## src/rtl/erle_pkg.sv

```systemverilog
package erle_pkg;

  localparam logic [7:0] ESC_RESET   = 8'd36;
  localparam logic [3:0] LIMIT_RESET = 4'd9;
  localparam logic [3:0] DIGIT_MAX   = 4'd9;
  localparam logic [7:0] ASCII_ZERO  = 8'h30;

  typedef enum logic [0:0] {
    CFG_ESCAPE = 1'b0,
    CFG_LIMIT  = 1'b1
  } cfg_idx_t;

  // One queued transaction group: up to three output bytes for one input item.
  typedef struct packed {
    logic [2:0][7:0] byt;
    logic [1:0]      num;   // bytes used, 1..3
    logic            done;  // item closed the stream
  } cmd_t;

  function automatic logic [7:0] count_digit(logic [3:0] c);
    return ASCII_ZERO + {4'b0000, c};
  endfunction

endpackage

```

## src/rtl/erle_in_if.sv

```systemverilog
interface erle_in_if;
  logic       valid;
  logic       ready;
  logic [7:0] in_byte;
  logic       in_last;

  modport source (output valid, output in_byte, output in_last, input ready);
  modport sink   (input valid, input in_byte, input in_last, output ready);
endinterface

```

## src/rtl/erle_out_if.sv

```systemverilog
interface erle_out_if;
  logic       valid;
  logic       ready;
  logic [7:0] out_byte;
  logic       out_last;
  logic       stream_done;

  modport source (output valid, output out_byte, output out_last, output stream_done,
                  input ready);
  modport sink   (input valid, input out_byte, input out_last, input stream_done,
                  output ready);
endinterface

```

## src/rtl/escaped_run_length_encoder_top.sv

```systemverilog
// Escaped run-length encoder.
// An item's first output byte passes through the queue and then the output register.
// Throughput: one input item per cycle while the queue has room; output side
// moves one byte per cycle while out_ch.ready is high; an item yields 0 to 3 bytes.
// Reset (rst, synchronous, active high): no stream in progress, queue empty,
// escape_code = 0x24, run_limit = 9.
module escaped_run_length_encoder_top import erle_pkg::*; #(
  parameter int QUEUE_DEPTH = 4
) (
  input  logic       clk,
  input  logic       rst,
  input  logic       cfg_we,
  input  logic [0:0] cfg_index,
  input  logic [7:0] cfg_data,
  erle_in_if.sink    in_ch,
  erle_out_if.source out_ch
);

  // Front: holds stream state and config, turns each input transaction into
  // a group of 0..3 output bytes. Groups with no bytes are dropped here.
  logic q_full;
  logic push;
  cmd_t push_cmd;

  // Back side of the queue
  logic head_valid;
  cmd_t head;
  logic pop;

  erle_front u_front (
    .clk       (clk),
    .rst       (rst),
    .cfg_we    (cfg_we),
    .cfg_index (cfg_idx_t'(cfg_index)),
    .cfg_data  (cfg_data),
    .in_ch     (in_ch),
    .q_full    (q_full),
    .push      (push),
    .push_cmd  (push_cmd)
  );

  // Short queue decouples input acceptance from the byte-serial output.
  erle_fifo #(
    .DEPTH (QUEUE_DEPTH)
  ) u_fifo (
    .clk        (clk),
    .rst        (rst),
    .push       (push),
    .push_cmd   (push_cmd),
    .pop        (pop),
    .full       (q_full),
    .head_valid (head_valid),
    .head       (head)
  );

  // Back: walks each group one byte per transaction into the output register,
  // tagging the final byte with out_last and, if the item ended the stream,
  // stream_done.
  erle_back u_back (
    .clk        (clk),
    .rst        (rst),
    .head_valid (head_valid),
    .head       (head),
    .pop        (pop),
    .out_ch     (out_ch)
  );

endmodule

```

## src/rtl/erle_front.sv

```systemverilog
module erle_front import erle_pkg::*; (
  input  logic       clk,
  input  logic       rst,
  input  logic       cfg_we,
  input  cfg_idx_t   cfg_index,
  input  logic [7:0] cfg_data,
  erle_in_if.sink    in_ch,
  input  logic       q_full,
  output logic       push,
  output cmd_t       push_cmd
);

  logic [7:0] escape_code;
  logic [3:0] run_limit;
  logic       started;
  logic [7:0] prior_byte;
  logic [3:0] repeat_count;

  logic       started_next;
  logic [7:0] prior_byte_next;
  logic [3:0] repeat_count_next;

  logic [3:0] limit;
  logic [3:0] cnt_inc;
  logic       ends;
  logic       accept;
  logic [7:0] b;
  cmd_t       cmd;

  assign in_ch.ready = !q_full;
  assign accept      = in_ch.valid && !q_full;
  assign b           = in_ch.in_byte;

  always_comb begin
    limit   = (run_limit > DIGIT_MAX) ? DIGIT_MAX : run_limit;
    ends    = in_ch.in_last || (b == escape_code);
    cnt_inc = repeat_count + 4'd1;
    cmd      = '0;
    cmd.done = ends;
    started_next      = !ends;
    prior_byte_next   = prior_byte;
    repeat_count_next = 4'd0;
    if (!started) begin
      cmd.byt[0]      = b;
      cmd.num         = 2'd1;
      prior_byte_next = b;
    end else if (b == prior_byte && repeat_count < limit) begin
      // repeat: only counted, flushed if the stream ends here
      repeat_count_next = ends ? 4'd0 : cnt_inc;
      if (ends) begin
        if (cnt_inc == 4'd1) begin
          cmd.byt[0] = prior_byte;
          cmd.num    = 2'd1;
        end else begin
          cmd.byt[0] = escape_code;
          cmd.byt[1] = count_digit(cnt_inc);
          cmd.num    = 2'd2;
        end
      end
    end else begin
      prior_byte_next = b;
      if (repeat_count == 4'd0) begin
        cmd.byt[0] = b;
        cmd.num    = 2'd1;
      end else if (repeat_count == 4'd1) begin
        cmd.byt[0] = prior_byte;
        cmd.byt[1] = b;
        cmd.num    = 2'd2;
      end else begin
        cmd.byt[0] = escape_code;
        cmd.byt[1] = count_digit(repeat_count);
        cmd.byt[2] = b;
        cmd.num    = 2'd3;
      end
    end
  end

  assign push     = accept && (cmd.num != 2'd0);
  assign push_cmd = cmd;

  always_ff @(posedge clk) begin
    if (rst) begin
      escape_code  <= ESC_RESET;
      run_limit    <= LIMIT_RESET;
      started      <= 1'b0;
      prior_byte   <= 8'd0;
      repeat_count <= 4'd0;
    end else begin
      if (cfg_we) begin
        case (cfg_index)
          CFG_ESCAPE: escape_code <= cfg_data;
          CFG_LIMIT:  run_limit   <= cfg_data[3:0];
          default: ;
        endcase
      end
      if (accept) begin
        started      <= started_next;
        prior_byte   <= prior_byte_next;
        repeat_count <= repeat_count_next;
      end
    end
  end

  a_count_fits_digit: assert property (@(posedge clk) disable iff (rst)
    repeat_count <= DIGIT_MAX)
    else $error("repeat count above one digit");

  a_idle_count_zero: assert property (@(posedge clk) disable iff (rst)
    !started |-> repeat_count == 4'd0)
    else $error("count held with no stream in progress");

endmodule

```

## src/rtl/erle_fifo.sv

```systemverilog
module erle_fifo import erle_pkg::*; #(
  parameter int DEPTH = 4
) (
  input  logic clk,
  input  logic rst,
  input  logic push,
  input  cmd_t push_cmd,
  input  logic pop,
  output logic full,
  output logic head_valid,
  output cmd_t head
);

  localparam int PTR_W = (DEPTH > 1) ? $clog2(DEPTH) : 1;
  localparam int CNT_W = $clog2(DEPTH + 1);

  cmd_t             mem [DEPTH];
  logic [PTR_W-1:0] wr_ptr;
  logic [PTR_W-1:0] rd_ptr;
  logic [CNT_W-1:0] count;

  assign full       = (count == CNT_W'(DEPTH));
  assign head_valid = (count != '0);
  assign head       = mem[rd_ptr];

  always_ff @(posedge clk) begin
    if (push) begin
      mem[wr_ptr] <= push_cmd;
    end
  end

  always_ff @(posedge clk) begin
    if (rst) begin
      wr_ptr <= '0;
      rd_ptr <= '0;
      count  <= '0;
    end else begin
      if (push) begin
        wr_ptr <= (wr_ptr == PTR_W'(DEPTH - 1)) ? '0 : wr_ptr + 1'b1;
      end
      if (pop) begin
        rd_ptr <= (rd_ptr == PTR_W'(DEPTH - 1)) ? '0 : rd_ptr + 1'b1;
      end
      if (push && !pop) begin
        count <= count + 1'b1;
      end else if (pop && !push) begin
        count <= count - 1'b1;
      end
    end
  end

  a_no_push_full: assert property (@(posedge clk) disable iff (rst)
    push |-> !full)
    else $error("push into full queue");

  a_no_pop_empty: assert property (@(posedge clk) disable iff (rst)
    pop |-> head_valid)
    else $error("pop from empty queue");

endmodule

```

## src/rtl/erle_back.sv

```systemverilog
module erle_back import erle_pkg::*; (
  input  logic      clk,
  input  logic      rst,
  input  logic      head_valid,
  input  cmd_t      head,
  output logic      pop,
  erle_out_if.source out_ch
);

  logic       out_valid;
  logic [7:0] out_byte;
  logic       out_last;
  logic       stream_done;
  logic [1:0] idx;
  logic       head_last;
  logic       load;

  assign head_last = (idx == head.num - 2'd1);
  assign load      = head_valid && (!out_valid || out_ch.ready);
  assign pop       = load && head_last;

  assign out_ch.valid       = out_valid;
  assign out_ch.out_byte    = out_byte;
  assign out_ch.out_last    = out_last;
  assign out_ch.stream_done = stream_done;

  always_ff @(posedge clk) begin
    if (rst) begin
      out_valid <= 1'b0;
      idx       <= 2'd0;
    end else if (load) begin
      out_valid <= 1'b1;
      idx       <= head_last ? 2'd0 : idx + 2'd1;
    end else if (out_ch.ready) begin
      out_valid <= 1'b0;
    end
  end

  always_ff @(posedge clk) begin
    if (load) begin
      out_byte    <= head.byt[idx];
      out_last    <= head_last;
      stream_done <= head_last && head.done;
    end
  end

  a_idx_in_group: assert property (@(posedge clk) disable iff (rst)
    head_valid |-> idx < head.num)
    else $error("byte index past end of group");

endmodule
```

## src/flat_wrapper.sv

```systemverilog
// flat-port wrapper written by rule: the top's interface ports become plain ports
module escaped_run_length_encoder_top_flat import erle_pkg::*;
#(
  parameter int QUEUE_DEPTH = 4
)
  (clk, rst, cfg_we, cfg_index, cfg_data, in_ch_valid, in_ch_in_byte, in_ch_in_last, in_ch_ready, out_ch_valid, out_ch_out_byte, out_ch_out_last, out_ch_stream_done, out_ch_ready);
  erle_in_if in_ch_i ();
  erle_out_if out_ch_i ();
  input  logic clk;
  input  logic rst;
  input  logic cfg_we;
  input  logic [0:0] cfg_index;
  input  logic [7:0] cfg_data;
  input wire logic [$bits(in_ch_i.valid)-1:0] in_ch_valid;
  input wire logic [$bits(in_ch_i.in_byte)-1:0] in_ch_in_byte;
  input wire logic [$bits(in_ch_i.in_last)-1:0] in_ch_in_last;
  output wire logic [$bits(in_ch_i.ready)-1:0] in_ch_ready;
  output wire logic [$bits(out_ch_i.valid)-1:0] out_ch_valid;
  output wire logic [$bits(out_ch_i.out_byte)-1:0] out_ch_out_byte;
  output wire logic [$bits(out_ch_i.out_last)-1:0] out_ch_out_last;
  output wire logic [$bits(out_ch_i.stream_done)-1:0] out_ch_stream_done;
  input wire logic [$bits(out_ch_i.ready)-1:0] out_ch_ready;
  assign in_ch_i.valid = in_ch_valid;
  assign in_ch_i.in_byte = in_ch_in_byte;
  assign in_ch_i.in_last = in_ch_in_last;
  assign in_ch_ready = in_ch_i.ready;
  assign out_ch_valid = out_ch_i.valid;
  assign out_ch_out_byte = out_ch_i.out_byte;
  assign out_ch_out_last = out_ch_i.out_last;
  assign out_ch_stream_done = out_ch_i.stream_done;
  assign out_ch_i.ready = out_ch_ready;
  escaped_run_length_encoder_top #(.QUEUE_DEPTH(QUEUE_DEPTH)) u_core (.clk(clk), .rst(rst), .cfg_we(cfg_we), .cfg_index(cfg_index), .cfg_data(cfg_data), .in_ch(in_ch_i), .out_ch(out_ch_i));
endmodule
```

## config.mk

```make
export PLATFORM = sky130hd
export DESIGN_NAME = escaped_run_length_encoder_top_flat
export DESIGN_NICKNAME = d
export VERILOG_FILES = /design/src/rtl/erle_pkg.sv /design/src/rtl/erle_in_if.sv /design/src/rtl/erle_out_if.sv /design/src/rtl/escaped_run_length_encoder_top.sv /design/src/rtl/erle_front.sv /design/src/rtl/erle_fifo.sv /design/src/rtl/erle_back.sv /design/src/flat_wrapper.sv
export SDC_FILE = /design/constraint.sdc
export NUM_CORES = 1
export LEC_CHECK = 0
export BUFFER_PORTS_ARGS = -buffer_cell sky130_fd_sc_hd__buf_2
export CAP_MARGIN = 30
export CORE_MARGIN = 1.5
export CORE_UTILIZATION = 60
export CTS_BUF_LIST = sky130_fd_sc_hd__clkbuf_4 sky130_fd_sc_hd__clkbuf_8 sky130_fd_sc_hd__clkbuf_16
export DETAILED_ROUTE_END_ITERATION = 8
export HOLD_SLACK_MARGIN = 0.05
export PLACE_DENSITY = 0.85
export SYNTH_ARGS = -nofsm -noshare
export SYNTH_HDL_FRONTEND = slang
export SYNTH_SLANG_ARGS = --single-unit
```

## constraint.sdc

```tcl
create_clock -name clk -period 4.8 [get_ports clk]
set_input_delay 0 -clock clk [delete_from_list [all_inputs] [get_ports clk]]
set_output_delay 0 -clock clk [all_outputs]
set_load 0.02 [all_outputs]
```

==> metrics.md <==
| Metric | Value |
|---|---|
| CTS H-tree depth | `4` |
| Syn_area_per_cell | `13.4 µm²` |
| Syn-to-layout area delta | `17.0%` |
| Largest net degree at the start of global routing | `38` |
| Startpoint types | `register` |
| Port Buffers | `34` |
| Routed len/inst | `19.8 µm` |
| Sequential area share after synthesis | `61.2%` |
| Synth Flop Type | `edfxtp_1` |
| Unrepaired setup endpoints after global routing | `false` |
| Initial antenna violation count | `0` |
| Post-CTS Setup Inserts | `0` |
| Vias in the first global route | `4672` |
| Cell Chain, Critical Path | `buf_4 > mux4_2 > nand2b_1 > mux2i_1 > and2_4 > inv_1 > ha_1 > inv_1 > fa_1 > xor2_1 > or3_1 > a21oi_1` |
| Final setup viols | `0` |
| Full die area | `12300 µm²` |
| Vias per cell | `6.01` |
| Row count | `39` |
| Max-slew violations | `0` |
| I/O pin count | `35` |
| CP required | `5.14 ns` |
| EDFF count, synth | `118` |
| Routed via count | `4474` |
| Root Buffer | `clkbuf_16` |
| CP max-delay cell | `dfxtp_2` |
| Chip width | `111 µm` |
| Worst-Margin Slew | `0.858 ns` |
| Crit path max fanout | `15` |
| Synth Net Count | `560` |
| Max-cap viol count | `0` |
| Synth warn | `0` |
| Final ANT Viol Nets | `0` |
| DRT iter0 DRCs | `387` |
| CTS Buf Count | `17` |
| Core area | `11400 µm²` |
| Kind of end point of the critical path | `register` |
| Run status | `finished clean` |
| Synthesized instance count | `523` |
| Ratio of cells with drive above 1 in the final layout | `19.3%` |
| Clock latency on the worst-skew pair | `0.42 ns` |
| Grt ovf | `0` |
| Die Span Y | `111 µm` |
| DRC | `0` |
| Initial core utilization | `61.3%` |
| Clk sinks | `155` |
| Worst hold slack | `0.110 ns` |
| Final Hold Vio Count | `0` |
| CTS tree | `yes` |
| Setup_tns | `0 ns` |
| Minimum clock period | `3.49 ns` |
| Asr flop ratio synth | `0%` |
| WL final | `14700 µm` |
| HPWL Detailed | `9540 µm` |
| #FFs+latches synth | `155` |
| Max Root-Sink Buffers | `2` |
| Clock-pin slew on the worst setup and hold paths | `0.06 ns` |
| Leak pwr | `2.93 nW` |
| First-pass GRT wire length | `23900 µm` |
| Max_slew headroom | `42.7%` |
| Crit path kind | `register to register` |
| First-pass iteration count of the detailed router | `5` |
| CP Data Arrival Time | `3.83 ns` |
| Final worst-path cycle share | `72.7%` |
| Library cells used by synthesis | `50` |
| Gpl congestion | `0.869` |
| Final Skew | `0.00651 ns` |
| Most frequent CP cell | `inv_1` |
| Number of antenna diodes | `0` |
| Global Route Usage Sum | `25.5%` |
| # nets final | `626` |
| PwrDens | `491 nW/µm²` |
| Syn Std Cell Area | `7000 µm²` |
| VDD IR-drop max | `0.000361 V` |
| Worst hold path class | `primary input to register` |
| Worst path max stage delay | `0.67 ns` |
| Max Freq | `286 MHz` |
[cells in the final DEF (no fill, tap or decap), drive strengths merged, types with 3 or more instances in the layout]
cell type	count
edfxtp	118
nand2	55
buf	43
dfxtp	37
nor2	34
dlygate4sd3	32
mux4	27
inv	25
mux2i	22
and2	19
a21oi	19
clkbuf	18
ha	13
and3	11
a21boi	11
xnor2	10
xor2	10
o22ai	10
a31oi	10
nand2b	9
o21ai	9
o21a	7
nand3	6
a31o	6
a21o	4
nor2b	3
clkinvlp	3
nor4	3
clkinv	3
[synth_stat cells, types with 2 or more instances]
cell type    n  area, µm²
edfxtp_1   118       3540
nand2_1     55        206
dfxtp_1     37        741
nor2_1      34        128
mux4_2      27        608
mux2i_1     22        220
and2_1      18        113
inv_1       18       67.6
a21oi_1     17       85.1
clkbuf_1    17       63.8
ha_1        13        163
and3_1      11       68.8
a21boi_0    10       75.1
o22ai_1     10       62.6
xnor2_1     10       87.6
xor2_1      10       87.6
a31oi_1      9       56.3
nand2b_1     9       56.3
o21ai_0      9       45.0
o21a_1       7       52.6
a31o_2       6       52.6
nand3_1      6       30.0
buf_2        5       25.0
a21o_1       4       30.0
buf_1        3       11.3
nor2b_1      3       18.8
a211o_1      2       17.5
a21oi_2      2       17.5
a22oi_1      2       15.0
a311o_1      2       20.0
a32o_1       2       20.0
clkbuf_2     2       10.0
nand3b_1     2       15.0
nand4_1      2       12.5
nor3_1       2       10.0
nor4_1       2       12.5
o211ai_1     2       15.0
[report_power, final]
group / internal (mW) / total, mW / switching (mW)
clock: 0.730 / 1.27 / 0.537
combinational: 0.445 / 0.922 / 0.476
sequential: 1.67 / 1.83 / 0.160
[worst max-delay path: cells and delay by family (launching register included)]
family | cells | cell delay (ns)
DFF | 1 | 0.67
AOI/OAI and AO/OA | 1 | 0.15
adders and majority gates | 2 | 0.59
muxes | 2 | 0.69
and+or+nand+nor | 3 | 0.61
xor gates and xnor gates | 1 | 0.19
buffers and inverters | 3 | 0.50
[logic make-up (layout without fill, tap and decap cells)]
logic type / after synthesis / count (layout) / synth area share (%)
adders and majority gates: 14 / 14 / 2.61
AOI/OAI and AO/OA: 89 / 89 / 8.75
xor gates and xnor gates: 20 / 20 / 2.50
muxes: 50 / 50 / 12.0
buffers and inverters: 46 / 125 / 2.64
and+or+nand+nor: 149 / 149 / 10.3
DFF: 155 / 155 / 61.2
[flip-flops by register name, indices dropped and copies added (netlist names), 2 cells and up, named ones only]
register                       cells
u_core.u_front.run_limit           4
u_core.u_back.idx                  2
u_core.u_back.out_ch.out_byte      8
u_core.u_fifo.mem                108
u_core.u_front.repeat_count        4
u_core.u_fifo.wr_ptr               2
u_core.u_front.prior_byte          8
u_core.u_fifo.rd_ptr               2
u_core.u_fifo.count                3
u_core.u_front.escape_code         8
[repair_timing]
action                    4_1_cts  5_1_grt
gates resized for setup         0        0
hold endpoints to repair       28        0
hold buffers                   32        0
[worst paths after layout]
kind,startpoint,to,slack (ns),cells after the start
hold reg to reg,u_core.u_front.run_limit[0]$_SDFFE_PP1P_,u_core.u_front.run_limit[0]$_SDFFE_PP1P_,0.49,1
setup / recovery,register,u_core.u_fifo.count[2]$_SDFFE_PP0P_,1.31,12
hold / removal,rst,u_core.u_front.prior_byte[0]$_SDFFE_PP0P_,0.11,2
setup reg to reg,register,u_core.u_fifo.count[2]$_SDFFE_PP0P_,1.31,12
[through the flow]
| stage | setup slack [ns] | cell area, µm² | power (mW) | instances | utilization (%) |
|---|---|---|---|---|---|
| final | 1.31 | 8190 | 4.02 | 745 | 71.7 |
| after global routing | 1.06 | 8190 | 4.19 | 745 | 71.7 |
| after CTS | 1.27 | 8190 | 4.04 | 745 | 71.7 |
| after floorplan | 2.01 | 7000 | 2.49 | 523 | - |
| after detailed placement | 1.29 | 7300 | 2.75 | 681 | 64.0 |
| after global placement | 1.43 | 7300 | 2.69 | 680 | 63.9 |
[layer usage]
| metal | vias to the layer above | track usage (%) | wire length [µm] | share of wire, % |
|---|---|---|---|---|
| li1 | 2080 | - | - | - |
| met5 | - | 0 | 0 | 0 |
| met2 | 160 | 44.7 | 7630 | 52 |
| met1 | 2207 | 31.2 | 6060 | 41 |
| met4 | 0 | 10.7 | 310 | 2.1 |
| met3 | 27 | 4.76 | 735 | 5.0 |
[area by class of cell]
| cell class | instances | area [µm²] |
|---|---|---|
| Inverter | 18 | 67.6 |
| Sequential cell | 155 | 4290 |
| Timing Repair Buffer | 75 | 558 |
| Fill cell | 730 | 3230 |
| Clock buffer | 18 | 433 |
| Multi-Input combinational cell | 322 | 2530 |
| Tap cell | 143 | 179 |
| Clock inverter | 14 | 135 |
Power figures use the tool's default switching activity.
